==> src/rtl/sstc_pkg.sv <==
// ---------------------------------------------------------------------------
// Sensor slot table classifier package
// Shared types, register indexes, reset values and icon functions.
// ---------------------------------------------------------------------------
package sstc_pkg;

   localparam int MAC_W   = 48;
   localparam int ID_W    = 16;
   localparam int BATT_W  = 16;
   localparam int LEVEL_W = 10;
   localparam int TIME_W  = 32;
   localparam int SLOT_W  = 2;
   localparam int BICON_W = 2;
   localparam int WICON_W = 3;
   localparam int CSR_IDX_W  = 3;
   localparam int CSR_DATA_W = 16;
   localparam int NUM_LEVELS = 4;

   localparam logic [CSR_IDX_W-1:0] REG_BATT_HIGH = 3'd0;
   localparam logic [CSR_IDX_W-1:0] REG_BATT_MID  = 3'd1;
   localparam logic [CSR_IDX_W-1:0] REG_BATT_LOW  = 3'd2;
   localparam logic [CSR_IDX_W-1:0] REG_WATER_T1  = 3'd3;
   localparam logic [CSR_IDX_W-1:0] REG_WATER_T2  = 3'd4;
   localparam logic [CSR_IDX_W-1:0] REG_WATER_T3  = 3'd5;
   localparam logic [CSR_IDX_W-1:0] REG_WATER_T4  = 3'd6;

   localparam logic [BATT_W-1:0]  RST_BATT_HIGH = 16'd3700;
   localparam logic [BATT_W-1:0]  RST_BATT_MID  = 16'd3600;
   localparam logic [BATT_W-1:0]  RST_BATT_LOW  = 16'd3400;
   localparam logic [LEVEL_W-1:0] RST_WATER_T1  = 10'd1000;
   localparam logic [LEVEL_W-1:0] RST_WATER_T2  = 10'd800;
   localparam logic [LEVEL_W-1:0] RST_WATER_T3  = 10'd500;
   localparam logic [LEVEL_W-1:0] RST_WATER_T4  = 10'd300;
   localparam logic [LEVEL_W-1:0] ABSENT_LEVEL  = 10'd1023;

   typedef struct packed {
      logic [MAC_W-1:0]  mac;
      logic [ID_W-1:0]   msg_id;
      logic [TIME_W-1:0] last_seen;
   } entry_type;

   typedef struct packed {
      logic start;
      logic scan;
      logic commit;
   } cmd_type;

   typedef struct packed {
      logic scan_last;
   } sts_type;

   typedef enum logic [3:0] {
      ST_IDLE  = 4'b0001,
      ST_SCAN  = 4'b0010,
      ST_LAST  = 4'b0100,
      ST_WRITE = 4'b1000
   } state_type;

   function automatic logic [BICON_W-1:0] batt_icon(
      input logic [BATT_W-1:0] v,
      input logic [BATT_W-1:0] high,
      input logic [BATT_W-1:0] mid,
      input logic [BATT_W-1:0] low
   );
      logic [BICON_W-1:0] icon;
      if (v > high) begin
         icon = 2'd3;
      end else if (v > mid) begin
         icon = 2'd2;
      end else if (v > low) begin
         icon = 2'd1;
      end else begin
         icon = 2'd0;
      end
      return icon;
   endfunction

   function automatic logic [WICON_W-1:0] water_icon(
      input logic [LEVEL_W-1:0] v,
      input logic [LEVEL_W-1:0] t1,
      input logic [LEVEL_W-1:0] t2,
      input logic [LEVEL_W-1:0] t3,
      input logic [LEVEL_W-1:0] t4
   );
      logic [WICON_W-1:0] icon;
      if (v == ABSENT_LEVEL) begin
         icon = 3'd0;
      end else if (v > t1) begin
         icon = 3'd1;
      end else if (v > t2) begin
         icon = 3'd2;
      end else if (v > t3) begin
         icon = 3'd3;
      end else if (v > t4) begin
         icon = 3'd4;
      end else begin
         icon = 3'd5;
      end
      return icon;
   endfunction

endpackage

==> src/rtl/sstc_ctrl.sv <==
// ---------------------------------------------------------------------------
// Sensor slot table classifier controller
// Sequences accept, table scan, final evaluation and write-back, and owns
// the result valid flag.
// ---------------------------------------------------------------------------
module sstc_ctrl (
   input  logic              clock,
   input  logic              reset,
   input  logic              req_valid,
   output logic              req_stall,
   output logic              rsp_valid,
   input  logic              rsp_stall,
   input  sstc_pkg::sts_type sts,
   output sstc_pkg::cmd_type cmd
);

   sstc_pkg::state_type state_ff, state_in;
   logic                rsp_valid_ff, rsp_valid_in;

   always_comb begin
      state_in = state_ff;
      cmd      = '0;
      unique case (state_ff)
         sstc_pkg::ST_IDLE: begin
            if (req_valid) begin
               cmd.start = 1'b1;
               state_in  = sstc_pkg::ST_SCAN;
            end
         end
         sstc_pkg::ST_SCAN: begin
            cmd.scan = 1'b1;
            if (sts.scan_last) begin
               state_in = sstc_pkg::ST_LAST;
            end
         end
         sstc_pkg::ST_LAST: begin
            state_in = sstc_pkg::ST_WRITE;
         end
         sstc_pkg::ST_WRITE: begin
            if (!rsp_valid_ff || !rsp_stall) begin
               cmd.commit = 1'b1;
               state_in   = sstc_pkg::ST_IDLE;
            end
         end
         default: begin
            state_in = sstc_pkg::ST_IDLE;
         end
      endcase
   end

   always_comb begin
      if (cmd.commit) begin
         rsp_valid_in = 1'b1;
      end else if (rsp_valid_ff && !rsp_stall) begin
         rsp_valid_in = 1'b0;
      end else begin
         rsp_valid_in = rsp_valid_ff;
      end
   end

   always_ff @(posedge clock) begin
      if (reset) begin
         state_ff     <= sstc_pkg::ST_IDLE;
         rsp_valid_ff <= 1'b0;
      end else begin
         state_ff     <= state_in;
         rsp_valid_ff <= rsp_valid_in;
      end
   end

   assign req_stall = (state_ff != sstc_pkg::ST_IDLE);
   assign rsp_valid = rsp_valid_ff;

endmodule

==> src/rtl/sstc_dpath.sv <==
// ---------------------------------------------------------------------------
// Sensor slot table classifier datapath
// Holds the thresholds, the input word, the slot table memory with its
// valid bits, the scan counter, the candidate slots and the result word.
// ---------------------------------------------------------------------------
module sstc_dpath #(
   parameter int SLOTS = 4
) (
   input  logic                                clock,
   input  logic                                reset,
   input  sstc_pkg::cmd_type                   cmd,
   output sstc_pkg::sts_type                   sts,
   input  logic                                csr_we,
   input  logic [sstc_pkg::CSR_IDX_W-1:0]      csr_index,
   input  logic [sstc_pkg::CSR_DATA_W-1:0]     csr_wdata,
   input  logic [sstc_pkg::MAC_W-1:0]          req_sensor_mac,
   input  logic [sstc_pkg::ID_W-1:0]           req_msg_id,
   input  logic [sstc_pkg::BATT_W-1:0]         req_battery_mv,
   input  logic [sstc_pkg::LEVEL_W-1:0]        req_level_1,
   input  logic [sstc_pkg::LEVEL_W-1:0]        req_level_2,
   input  logic [sstc_pkg::LEVEL_W-1:0]        req_level_3,
   input  logic [sstc_pkg::LEVEL_W-1:0]        req_level_4,
   input  logic [sstc_pkg::TIME_W-1:0]         req_now_ms,
   output logic [sstc_pkg::SLOT_W-1:0]         rsp_slot,
   output logic                                rsp_table_full,
   output logic [sstc_pkg::BICON_W-1:0]        rsp_battery_icon,
   output logic [sstc_pkg::WICON_W-1:0]        rsp_water_icon_1,
   output logic [sstc_pkg::WICON_W-1:0]        rsp_water_icon_2,
   output logic [sstc_pkg::WICON_W-1:0]        rsp_water_icon_3,
   output logic [sstc_pkg::WICON_W-1:0]        rsp_water_icon_4,
   output logic [sstc_pkg::ID_W-1:0]           rsp_prev_msg_id,
   output logic [sstc_pkg::TIME_W-1:0]         rsp_last_seen_ms
);

   localparam int IDX_W = (SLOTS > 1) ? $clog2(SLOTS) : 1;
   localparam logic [IDX_W-1:0] LAST_IDX = IDX_W'(SLOTS - 1);

   // Threshold registers.
   logic [sstc_pkg::BATT_W-1:0]  batt_high_ff, batt_mid_ff, batt_low_ff;
   logic [sstc_pkg::LEVEL_W-1:0] water_t1_ff, water_t2_ff, water_t3_ff, water_t4_ff;

   // Captured input word.
   logic [sstc_pkg::MAC_W-1:0]   mac_ff;
   logic [sstc_pkg::ID_W-1:0]    id_ff;
   logic [sstc_pkg::BATT_W-1:0]  batt_ff;
   logic [sstc_pkg::LEVEL_W-1:0] level_ff [sstc_pkg::NUM_LEVELS];
   logic [sstc_pkg::TIME_W-1:0]  now_ff;

   // Slot table.
   sstc_pkg::entry_type table_mem [SLOTS];
   logic [SLOTS-1:0]    valid_ff;
   sstc_pkg::entry_type rd_data_ff;
   logic                rd_vld_ff;
   logic [IDX_W-1:0]    rd_idx_ff;
   logic                rd_pend_ff;
   logic [IDX_W-1:0]    scan_cnt_ff;
   sstc_pkg::entry_type ent;
   logic                hit_now, free_now;

   // Candidates gathered during the scan.
   logic                        hit_ff, free_ff;
   logic [IDX_W-1:0]            hit_idx_ff, free_idx_ff;
   logic [sstc_pkg::ID_W-1:0]   hit_msg_ff, free_msg_ff, zero_msg_ff;
   logic [sstc_pkg::TIME_W-1:0] hit_seen_ff, free_seen_ff, zero_seen_ff;

   // Write-back selection.
   logic [IDX_W-1:0]            sel_idx;
   logic [IDX_W+1:0]            sel_idx_ext;
   logic                        sel_full;
   logic [sstc_pkg::ID_W-1:0]   sel_prev;
   logic [sstc_pkg::TIME_W-1:0] sel_seen, new_seen;

   always_ff @(posedge clock) begin
      if (reset) begin
         batt_high_ff <= sstc_pkg::RST_BATT_HIGH;
         batt_mid_ff  <= sstc_pkg::RST_BATT_MID;
         batt_low_ff  <= sstc_pkg::RST_BATT_LOW;
         water_t1_ff  <= sstc_pkg::RST_WATER_T1;
         water_t2_ff  <= sstc_pkg::RST_WATER_T2;
         water_t3_ff  <= sstc_pkg::RST_WATER_T3;
         water_t4_ff  <= sstc_pkg::RST_WATER_T4;
      end else if (csr_we) begin
         unique case (csr_index)
            sstc_pkg::REG_BATT_HIGH: batt_high_ff <= csr_wdata;
            sstc_pkg::REG_BATT_MID:  batt_mid_ff  <= csr_wdata;
            sstc_pkg::REG_BATT_LOW:  batt_low_ff  <= csr_wdata;
            sstc_pkg::REG_WATER_T1:  water_t1_ff  <= csr_wdata[sstc_pkg::LEVEL_W-1:0];
            sstc_pkg::REG_WATER_T2:  water_t2_ff  <= csr_wdata[sstc_pkg::LEVEL_W-1:0];
            sstc_pkg::REG_WATER_T3:  water_t3_ff  <= csr_wdata[sstc_pkg::LEVEL_W-1:0];
            sstc_pkg::REG_WATER_T4:  water_t4_ff  <= csr_wdata[sstc_pkg::LEVEL_W-1:0];
            default: begin
            end
         endcase
      end
   end

   always_ff @(posedge clock) begin
      if (cmd.start) begin
         mac_ff      <= req_sensor_mac;
         id_ff       <= req_msg_id;
         batt_ff     <= req_battery_mv;
         level_ff[0] <= req_level_1;
         level_ff[1] <= req_level_2;
         level_ff[2] <= req_level_3;
         level_ff[3] <= req_level_4;
         now_ff      <= req_now_ms;
      end
   end

   // Scan counter and read pipeline control.
   always_ff @(posedge clock) begin
      if (reset) begin
         scan_cnt_ff <= '0;
         rd_pend_ff  <= 1'b0;
      end else begin
         rd_pend_ff <= cmd.scan;
         if (cmd.start) begin
            scan_cnt_ff <= '0;
         end else if (cmd.scan && (scan_cnt_ff != LAST_IDX)) begin
            scan_cnt_ff <= scan_cnt_ff + 1'b1;
         end
      end
   end

   assign sts.scan_last = (scan_cnt_ff == LAST_IDX);

   // Table memory: one read port for the scan, one write port for write-back.
   always_ff @(posedge clock) begin
      if (cmd.scan) begin
         rd_data_ff <= table_mem[scan_cnt_ff];
         rd_vld_ff  <= valid_ff[scan_cnt_ff];
         rd_idx_ff  <= scan_cnt_ff;
      end
      if (cmd.commit) begin
         table_mem[sel_idx] <= '{mac: mac_ff, msg_id: id_ff, last_seen: new_seen};
      end
   end

   always_ff @(posedge clock) begin
      if (reset) begin
         valid_ff <= '0;
      end else if (cmd.commit) begin
         valid_ff[sel_idx] <= 1'b1;
      end
   end

   // An entry never written reads as the cleared value.
   always_comb begin
      ent      = rd_vld_ff ? rd_data_ff : '0;
      hit_now  = (ent.mac == mac_ff);
      free_now = (ent.mac[sstc_pkg::MAC_W-1 -: 8] == 8'd0);
   end

   always_ff @(posedge clock) begin
      if (reset) begin
         hit_ff  <= 1'b0;
         free_ff <= 1'b0;
      end else if (cmd.start) begin
         hit_ff  <= 1'b0;
         free_ff <= 1'b0;
      end else if (rd_pend_ff) begin
         if (!hit_ff && hit_now) begin
            hit_ff <= 1'b1;
         end
         if (!free_ff && free_now) begin
            free_ff <= 1'b1;
         end
      end
   end

   always_ff @(posedge clock) begin
      if (rd_pend_ff) begin
         if (!hit_ff && hit_now) begin
            hit_idx_ff  <= rd_idx_ff;
            hit_msg_ff  <= ent.msg_id;
            hit_seen_ff <= ent.last_seen;
         end
         if (!free_ff && free_now) begin
            free_idx_ff  <= rd_idx_ff;
            free_msg_ff  <= ent.msg_id;
            free_seen_ff <= ent.last_seen;
         end
         if (rd_idx_ff == '0) begin
            zero_msg_ff  <= ent.msg_id;
            zero_seen_ff <= ent.last_seen;
         end
      end
   end

   always_comb begin
      if (hit_ff) begin
         sel_idx  = hit_idx_ff;
         sel_prev = hit_msg_ff;
         sel_seen = hit_seen_ff;
         sel_full = 1'b0;
      end else if (free_ff) begin
         sel_idx  = free_idx_ff;
         sel_prev = free_msg_ff;
         sel_seen = free_seen_ff;
         sel_full = 1'b0;
      end else begin
         sel_idx  = '0;
         sel_prev = zero_msg_ff;
         sel_seen = zero_seen_ff;
         sel_full = 1'b1;
      end
      new_seen    = (id_ff != sel_prev) ? now_ff : sel_seen;
      sel_idx_ext = {2'b00, sel_idx};
   end

   always_ff @(posedge clock) begin
      if (cmd.commit) begin
         rsp_slot         <= sel_idx_ext[sstc_pkg::SLOT_W-1:0];
         rsp_table_full   <= sel_full;
         rsp_battery_icon <= sstc_pkg::batt_icon(batt_ff, batt_high_ff, batt_mid_ff,
                                                 batt_low_ff);
         rsp_water_icon_1 <= sstc_pkg::water_icon(level_ff[0], water_t1_ff, water_t2_ff,
                                                  water_t3_ff, water_t4_ff);
         rsp_water_icon_2 <= sstc_pkg::water_icon(level_ff[1], water_t1_ff, water_t2_ff,
                                                  water_t3_ff, water_t4_ff);
         rsp_water_icon_3 <= sstc_pkg::water_icon(level_ff[2], water_t1_ff, water_t2_ff,
                                                  water_t3_ff, water_t4_ff);
         rsp_water_icon_4 <= sstc_pkg::water_icon(level_ff[3], water_t1_ff, water_t2_ff,
                                                  water_t3_ff, water_t4_ff);
         rsp_prev_msg_id  <= sel_prev;
         rsp_last_seen_ms <= new_seen;
      end
   end

endmodule

==> src/rtl/sensor_slot_table_classifier.sv <==
// ---------------------------------------------------------------------------
// Sensor slot table classifier
// Each request word is one sensor report. Its MAC is looked up in a table
// of SLOTS entries; the matching entry, else the first free entry, else
// slot 0 takes the report. The response word gives the slot, battery and
// water-level icons, the previous message id and the entry's time stamp.
//
// Both channels use valid and stall; a word moves when valid is high and
// stall is low. Thresholds are written through the csr_ port while idle.
// The table is scanned one entry per cycle through its single read port;
// the result is then evaluated, written back and registered into the
// response word. A new request is taken only once the controller is idle
// again. A finished response waits in an output register while the
// receiver stalls; the write-back of the next report waits until that
// register is free. Reset clears the table valid bits and the response
// valid flag and loads the default thresholds; no clearing pass is run.
// ---------------------------------------------------------------------------
module sensor_slot_table_classifier #(
   parameter int SLOTS = 4
) (
   input  logic                            clock,
   input  logic                            reset,
   input  logic                            req_valid,
   output logic                            req_stall,
   input  logic [sstc_pkg::MAC_W-1:0]      req_sensor_mac,
   input  logic [sstc_pkg::ID_W-1:0]       req_msg_id,
   input  logic [sstc_pkg::BATT_W-1:0]     req_battery_mv,
   input  logic [sstc_pkg::LEVEL_W-1:0]    req_level_1,
   input  logic [sstc_pkg::LEVEL_W-1:0]    req_level_2,
   input  logic [sstc_pkg::LEVEL_W-1:0]    req_level_3,
   input  logic [sstc_pkg::LEVEL_W-1:0]    req_level_4,
   input  logic [sstc_pkg::TIME_W-1:0]     req_now_ms,
   output logic                            rsp_valid,
   input  logic                            rsp_stall,
   output logic [sstc_pkg::SLOT_W-1:0]     rsp_slot,
   output logic                            rsp_table_full,
   output logic [sstc_pkg::BICON_W-1:0]    rsp_battery_icon,
   output logic [sstc_pkg::WICON_W-1:0]    rsp_water_icon_1,
   output logic [sstc_pkg::WICON_W-1:0]    rsp_water_icon_2,
   output logic [sstc_pkg::WICON_W-1:0]    rsp_water_icon_3,
   output logic [sstc_pkg::WICON_W-1:0]    rsp_water_icon_4,
   output logic [sstc_pkg::ID_W-1:0]       rsp_prev_msg_id,
   output logic [sstc_pkg::TIME_W-1:0]     rsp_last_seen_ms,
   input  logic                            csr_we,
   input  logic [sstc_pkg::CSR_IDX_W-1:0]  csr_index,
   input  logic [sstc_pkg::CSR_DATA_W-1:0] csr_wdata
);

   sstc_pkg::cmd_type cmd;
   sstc_pkg::sts_type sts;

   sstc_ctrl u_ctrl (
      .clock     (clock),
      .reset     (reset),
      .req_valid (req_valid),
      .req_stall (req_stall),
      .rsp_valid (rsp_valid),
      .rsp_stall (rsp_stall),
      .sts       (sts),
      .cmd       (cmd)
   );

   sstc_dpath #(
      .SLOTS (SLOTS)
   ) u_dpath (
      .clock            (clock),
      .reset            (reset),
      .cmd              (cmd),
      .sts              (sts),
      .csr_we           (csr_we),
      .csr_index        (csr_index),
      .csr_wdata        (csr_wdata),
      .req_sensor_mac   (req_sensor_mac),
      .req_msg_id       (req_msg_id),
      .req_battery_mv   (req_battery_mv),
      .req_level_1      (req_level_1),
      .req_level_2      (req_level_2),
      .req_level_3      (req_level_3),
      .req_level_4      (req_level_4),
      .req_now_ms       (req_now_ms),
      .rsp_slot         (rsp_slot),
      .rsp_table_full   (rsp_table_full),
      .rsp_battery_icon (rsp_battery_icon),
      .rsp_water_icon_1 (rsp_water_icon_1),
      .rsp_water_icon_2 (rsp_water_icon_2),
      .rsp_water_icon_3 (rsp_water_icon_3),
      .rsp_water_icon_4 (rsp_water_icon_4),
      .rsp_prev_msg_id  (rsp_prev_msg_id),
      .rsp_last_seen_ms (rsp_last_seen_ms)
   );

   // Once a word is taken the block stays busy while it scans the table.
   assert property (@(posedge clock) disable iff (reset)
      (req_valid && !req_stall) |=> req_stall)
      else $error("request taken but block not busy in the next cycle");

   // A full table always reuses slot 0.
   assert property (@(posedge clock) disable iff (reset)
      (rsp_valid && rsp_table_full) |-> (rsp_slot == '0))
      else $error("table full reported for a slot other than 0");

   // A response only appears as the block finishes a word it was working on.
   assert property (@(posedge clock) disable iff (reset)
      $rose(rsp_valid) |-> $past(req_stall))
      else $error("response raised while the block was idle");

endmodule

==> config.mk <==
export PLATFORM = sky130hd
export DESIGN_NAME = sensor_slot_table_classifier
export DESIGN_NICKNAME = d
export VERILOG_FILES = /design/src/rtl/sstc_pkg.sv /design/src/rtl/sstc_ctrl.sv /design/src/rtl/sstc_dpath.sv /design/src/rtl/sensor_slot_table_classifier.sv
export SDC_FILE = /design/constraint.sdc
export NUM_CORES = 1
export LEC_CHECK = 0
export BUFFER_PORTS_ARGS = -buffer_cell sky130_fd_sc_hd__buf_2
export CAP_MARGIN = 20
export CORE_UTILIZATION = 35
export CTS_CLUSTER_DIAMETER = 50
export DETAILED_ROUTE_END_ITERATION = 16
export GPL_TIMING_DRIVEN = 0
export HOLD_SLACK_MARGIN = 0.03
export SLEW_MARGIN = 5
export SYNTH_ARGS = -nofsm -noshare
export SYNTH_HDL_FRONTEND = slang
export SYNTH_HIERARCHICAL = 1
export SYNTH_SLANG_ARGS = --single-unit
==> constraint.sdc <==
create_clock -name clock -period 11 [get_ports clock]
set_clock_uncertainty 0.15 [all_clocks]
set_input_delay 2.75 -clock clock [delete_from_list [all_inputs] [get_ports clock]]
set_output_delay 2.75 -clock clock [all_outputs]
set_load 0.05 [all_outputs]
## Word level (Yosys, flattened, before mapping)

Memories as Yosys holds them, arrays and structs flattened. A register that Yosys moved wholly into a read port is not among the register bits.
Index checks and enable logic that the tools add are counted.

- Flip-flop bits (word level): 430
- Memory bits (writable): 424
- Input bits: 176
- Logic and storage cells: 175
- Memories kept: 2

- Add/subtract/negate cells: 1
- Magnitude comparators: 22
- Equality and inequality tests: 22
- Multiplexer cells: 46
- Bitwise logic cells: 1
- Reductions and logical operators: 35

Memory list:

| memory | words | bits a word | read ports | clocked after memory_dff | write ports | line | source |
|---|---|---|---|---|---|---|---|
| u_dpath.table_mem | 4 | 96 | 1 | 1 | 1 | sstc_dpath.sv:50 | `sstc_pkg::entry_type table_mem [SLOTS];` |
| u_dpath.level_ff | 4 | 10 | 4 | 0 | 4 | sstc_dpath.sv:46 | `logic [sstc_pkg::LEVEL_W-1:0] level_ff [sstc_pkg::NUM_LEVELS];` |

Operators with widths:

| operator | count |
|---|---|
| 10-bit greater-than comparator | 16 |
| 32-bit 2-to-1 mux | 3 |
| 96-bit 2-to-1 mux | 1 |
| 48-bit equality test | 1 |
| 16-bit greater-than comparator | 3 |
| 10-bit equality test (second input constant) | 4 |
| 16-bit 2-to-1 mux | 2 |
| 1-bit 2-to-1 mux | 24 |
| 2-bit 2-to-1 mux | 10 |
| 2-bit AND reduction | 10 |
| 16-bit inequality test | 1 |
| 4-bit one-hot mux with 4 select lines | 1 |
| 4-bit OR reduction | 4 |
| 4-bit 2-to-1 mux | 3 |
| 2-bit OR reduction | 6 |
| 3-bit equality test (second input constant) | 3 |
| 8-bit logical NOT | 1 |
| 3-bit by 2-bit equality test with 1-bit output (second input constant) | 2 |
| 2-bit by 3-bit less-than comparator with 1-bit output (second input constant) | 2 |
| 2-bit inequality test (second input constant) | 3 |
| 1-bit logical AND | 5 |
| 4-bit by 1-bit equality test with 1-bit output (second input constant) | 1 |
| 4-bit by 2-bit equality test with 1-bit output (second input constant) | 1 |
| 4-bit by 3-bit equality test with 1-bit output (second input constant) | 1 |
| 16 further kinds | 19 |

## Logic depth before layout (Yosys ltp)

- Depth in word-level cells: 7
- Mapped depth: 9

## Hierarchy

Netlist, hierarchy kept.

Modules (own cells, without submodules):

| module | instances | cells an instance | area an instance (um^2) | sequential area each (um^2) |
|---|---|---|---|---|
| sstc_dpath | 1 | 2,475 | 39,302.7 | 27,406.3 |
| sstc_ctrl | 1 | 30 | 271.5 | 100.1 |

## Least setup slack after synthesis

No wires, ideal clock.

- Path type: input-to-reg
- From: input req_valid
- To: register u_dpath.hit_ff
- Arrival time: 10.029 ns
- Data required time: 10.722 ns
- Setup slack: 0.693 ns
- Stages on the path: 5
- Buffers on the path: 0
- Path through: inv_1 > nor2_1 > nor2_1 > nand2_1 > o31ai_2

RTL lines:

| what | line | source |
|---|---|---|
| start, declared | sensor_slot_table_classifier.sv:23 | `input logic req_valid,` |
| end signal, assigned | sstc_dpath.sv:156 | `hit_ff <= 1'b0;` |
| end signal, assigned | sstc_dpath.sv:159 | `hit_ff <= 1'b0;` |
| end signal, assigned | sstc_dpath.sv:163 | `hit_ff <= 1'b1;` |
| end, declared | sstc_dpath.sv:61 | `logic hit_ff, free_ff;` |

==> summary.md <==
| Metric | Value |
|---|---|
| Largest net degree at the start of global routing | 51 |
| Cells after synthesis | around 2.5k |
| Register area share after synthesis | 69.5% |
| IO Count | 243 |
| First-pass GRT wire length | 143,000 um |
| Endpoints failing hold | 0 |
| Min-delay worst type | register to register |
| Antenna violations before repair | 17 |
| Cell mode on critical path | buf_12 |
| Max clock buf depth | 3 |
| Critical Path RT | 11.22 ns |
| Die height | approximately 340 um |
| Dpl hpwl | about 67,000 um |
| Number of global-route vias before repair | 22.5k |
| H-tree Lvls | 3 |
| Setup crit end kind | register |
| GRT Total Usage | approximately 17% |
| Hold Crit Depth | 2 |
| DR iter-0 viols | 1,399 |
| Vias per cell | 4.96 |
| WHS | 0.305 ns |
| Die area | 0.114 sq mm |
| Most used DFF post-synth | edfxtp_1 |
| Post-synth top area cell | edfxtp_1 |
| Placed Cells | about 4.3k |
| Measured slew at the worst slew-check pin | 1.02 ns |
| Total Routed Length | 95,200 um |
| Setup crit start kind | input pin |
| Internal reg-to-reg setup slack | around 7 ns |
| Post-synth EDFFs | about 850 |
| Slowest CP cell | nor2_4 |
| MaxCap Viol Count | 0 |
| Register-to-Register Path Depth | 9 |
| Vias | 22.3k |
| Max-slew violation count | 0 |
| Syn nets | 2,890 |
| Layout area overhead | 19.6% |
| Slew HR | roughly a third |
| Num rows | 122 |
| Post-DP Area | 0.0435 sq mm |
| Setup Viol. Count Final | 0 |
| #FFs+latches synth | 950 |
| Synth warnings | 6 |
| Setup bufs post-CTS | 0 |
| Root Buffer | clkbuf_16 |
| Synth top area cells | edfxtp_1 (64%), ha_1 (6.6%), mux4_2 (5.5%), dfxtp_1 (5.2%), nand2_1 (2.2%) |
| Critical path, cell by cell | buf_2 -> a21oi_1 -> buf_4 -> buf_16 -> nand2_1 -> nor2_4 -> buf_12 -> buf_12 -> buf_12 |
| CP Data Arrival Time | 5.34 ns |
| Critical Path Max Stage Delay | 0.70 ns |
| Layout cell share with drive strength beyond 1 | 20.9% |
| Most instantiated cells after synthesis | edfxtp_1 (848), nand2_1 (229), ha_1 (209) |
| DRT Pass-1 Iters | 6 |
| Yosys top cell area share | around 64% |
| Finished Layout Cells | 4,495 |
| Pwr Density | roughly 170 mW/mm^2 |
| Post-Route Setup TNS | 0 ns |
| Post-synth ARST share | 0% |
| Min Tclk post-route | about 5.1 ns |
| CTS buffer count | 113 |
| WL per Instance | 21.2 um |
| Total leakage power | 0.0167 uW |
| Max FO, Critical Path | 50 |
| Fin crit share | 46.6% |
| FMAX | between 0.15 and 0.2 GHz |
| GRT overflow | 0 |
| Post-cts resize count | 0 |
| GP Congestion | 0.853 |
| CORE AREA | 0.111 sq mm |
| Peak VDD IR | 162 uV |
| Input/output buffers | 240 |
| Hold-fix buffers, CTS | 0 |
| Unrepaired setup endpoints after global routing | no |
| Nets@finish | 3,288 |
| Residual DRC | 0 |
| Die W | around 340 um |
| Syn Std Cell Area | between 0.03 and 0.04 sq mm |
| Worst-skew pair later-pin latency | around 0.73 ns |
| Netlist cell types | 73 |
| Crit path kind | input pin to register |
| Power Total | 8170 uW |
| Outcome | complete, no violations |
| CTS tree | yes |
| Cell with the most instances after synthesis | edfxtp_1 |
| Post-route cell area | about 0.047 sq mm |
| Mapped Avg Cell Area | 15.8 sq um |
| Clk slew on worst S/H paths | 0.06 ns |
| DRT antenna net count | 0 |
| Initial Util | 35.5% |
| Clock net sink count | 950 |
## sequential cells by signal (all words and copies together), names as in the netlist, 32 cells and up
signal / count
u_dpath/level_ff: 40
u_dpath/hit_seen_ff: 32
u_dpath/now_ff: 32
u_dpath/free_seen_ff: 32
u_dpath/table_mem: 384
u_dpath/mac_ff: 48
u_dpath/zero_seen_ff: 32
u_dpath/rsp_last_seen_ms: 32
u_dpath/rd_data_ff: 96
## final timing paths
check                          from                  endpoint
max                       rsp_stall  u_dpath/table_mem[1][83]
min          u_dpath/batt_mid_ff[6]    u_dpath/batt_mid_ff[6]
max reg2reg          u_dpath/hit_ff  u_dpath/table_mem[3][77]
min reg2reg  u_dpath/batt_mid_ff[6]    u_dpath/batt_mid_ff[6]
## metal layers
metal  up-vias  wire length (um)  GRT usage, %  share of wire [%]
met5         -               100             0               0.11
met3       158              5380          3.78                5.6
li1      10509                 -             -                  -
met1     11027             40700          21.2                 43
met2       570             47000          28.2                 49
met4        16              1970          4.23                2.1
## cells in the final DEF, fill, tap and decap left out, types with 22 or more instances in the layout
master,instances
edfxtp_1,848
buf_2,244
nand2_1,229
ha_1,209
inv_1,119
a21oi_1,116
clkbuf_16,113
dfxtp_1,102
mux4_2,97
o21ai_0,80
clkbuf_1,65
nor2_1,63
nand4_1,54
mux2i_1,49
and2_1,49
a21o_1,49
nor2b_1,38
mux2_4,30
buf_12,27
nor3_1,26
clkinv_1,23
nand3_1,22
## cell families after synthesis
logic type	synth area share [%]
adders and majority gates	6.61
xor gates and xnor gates	0.642
DFF	69.5
AOI/OAI and AO/OA	5.81
and+or+nand+nor	7.43
muxes	7.98
buffers and inverters	2.01
## through the flow
| step | util (%) | setup slack, ns |
|---|---|---|
| finish | 42.5 | 5.88 |
| global route | 42.5 | 5.74 |
| CTS | 42.4 | 5.83 |
| detailed placement | 39.0 | 5.09 |
| global placement | 38.3 | -7.18 |
| floorplan | - | 0.693 |
## cell type report
cell class / instances / area (sq um)
fillers: 10061 / 64100
flip-flops and latches: 950 / 27500
multi-input cells: 1359 / 11300
clock buffers: 129 / 2910
repair buffers: 283 / 2020
well taps: 1488 / 1860
clock inverters: 84 / 890
inverters: 119 / 447
plain buffers: 77 / 350
diodes: 6 / 15.0
## power breakdown
part           switching (uW)  internal [uW]  leakage [uW]
registers                83.9           4010       0.00856
logic                     220            165       0.00627
clock network            1550           2150       0.00182
## critical path: cells and delay by family
family	cells	cell delay [ns]
buffers and inverters	6	1.48
AND/OR/NAND/NOR	2	0.85
AO/OA/AOI/OAI	1	0.14
No activity file was read; power rests on OpenSTA's default activity.
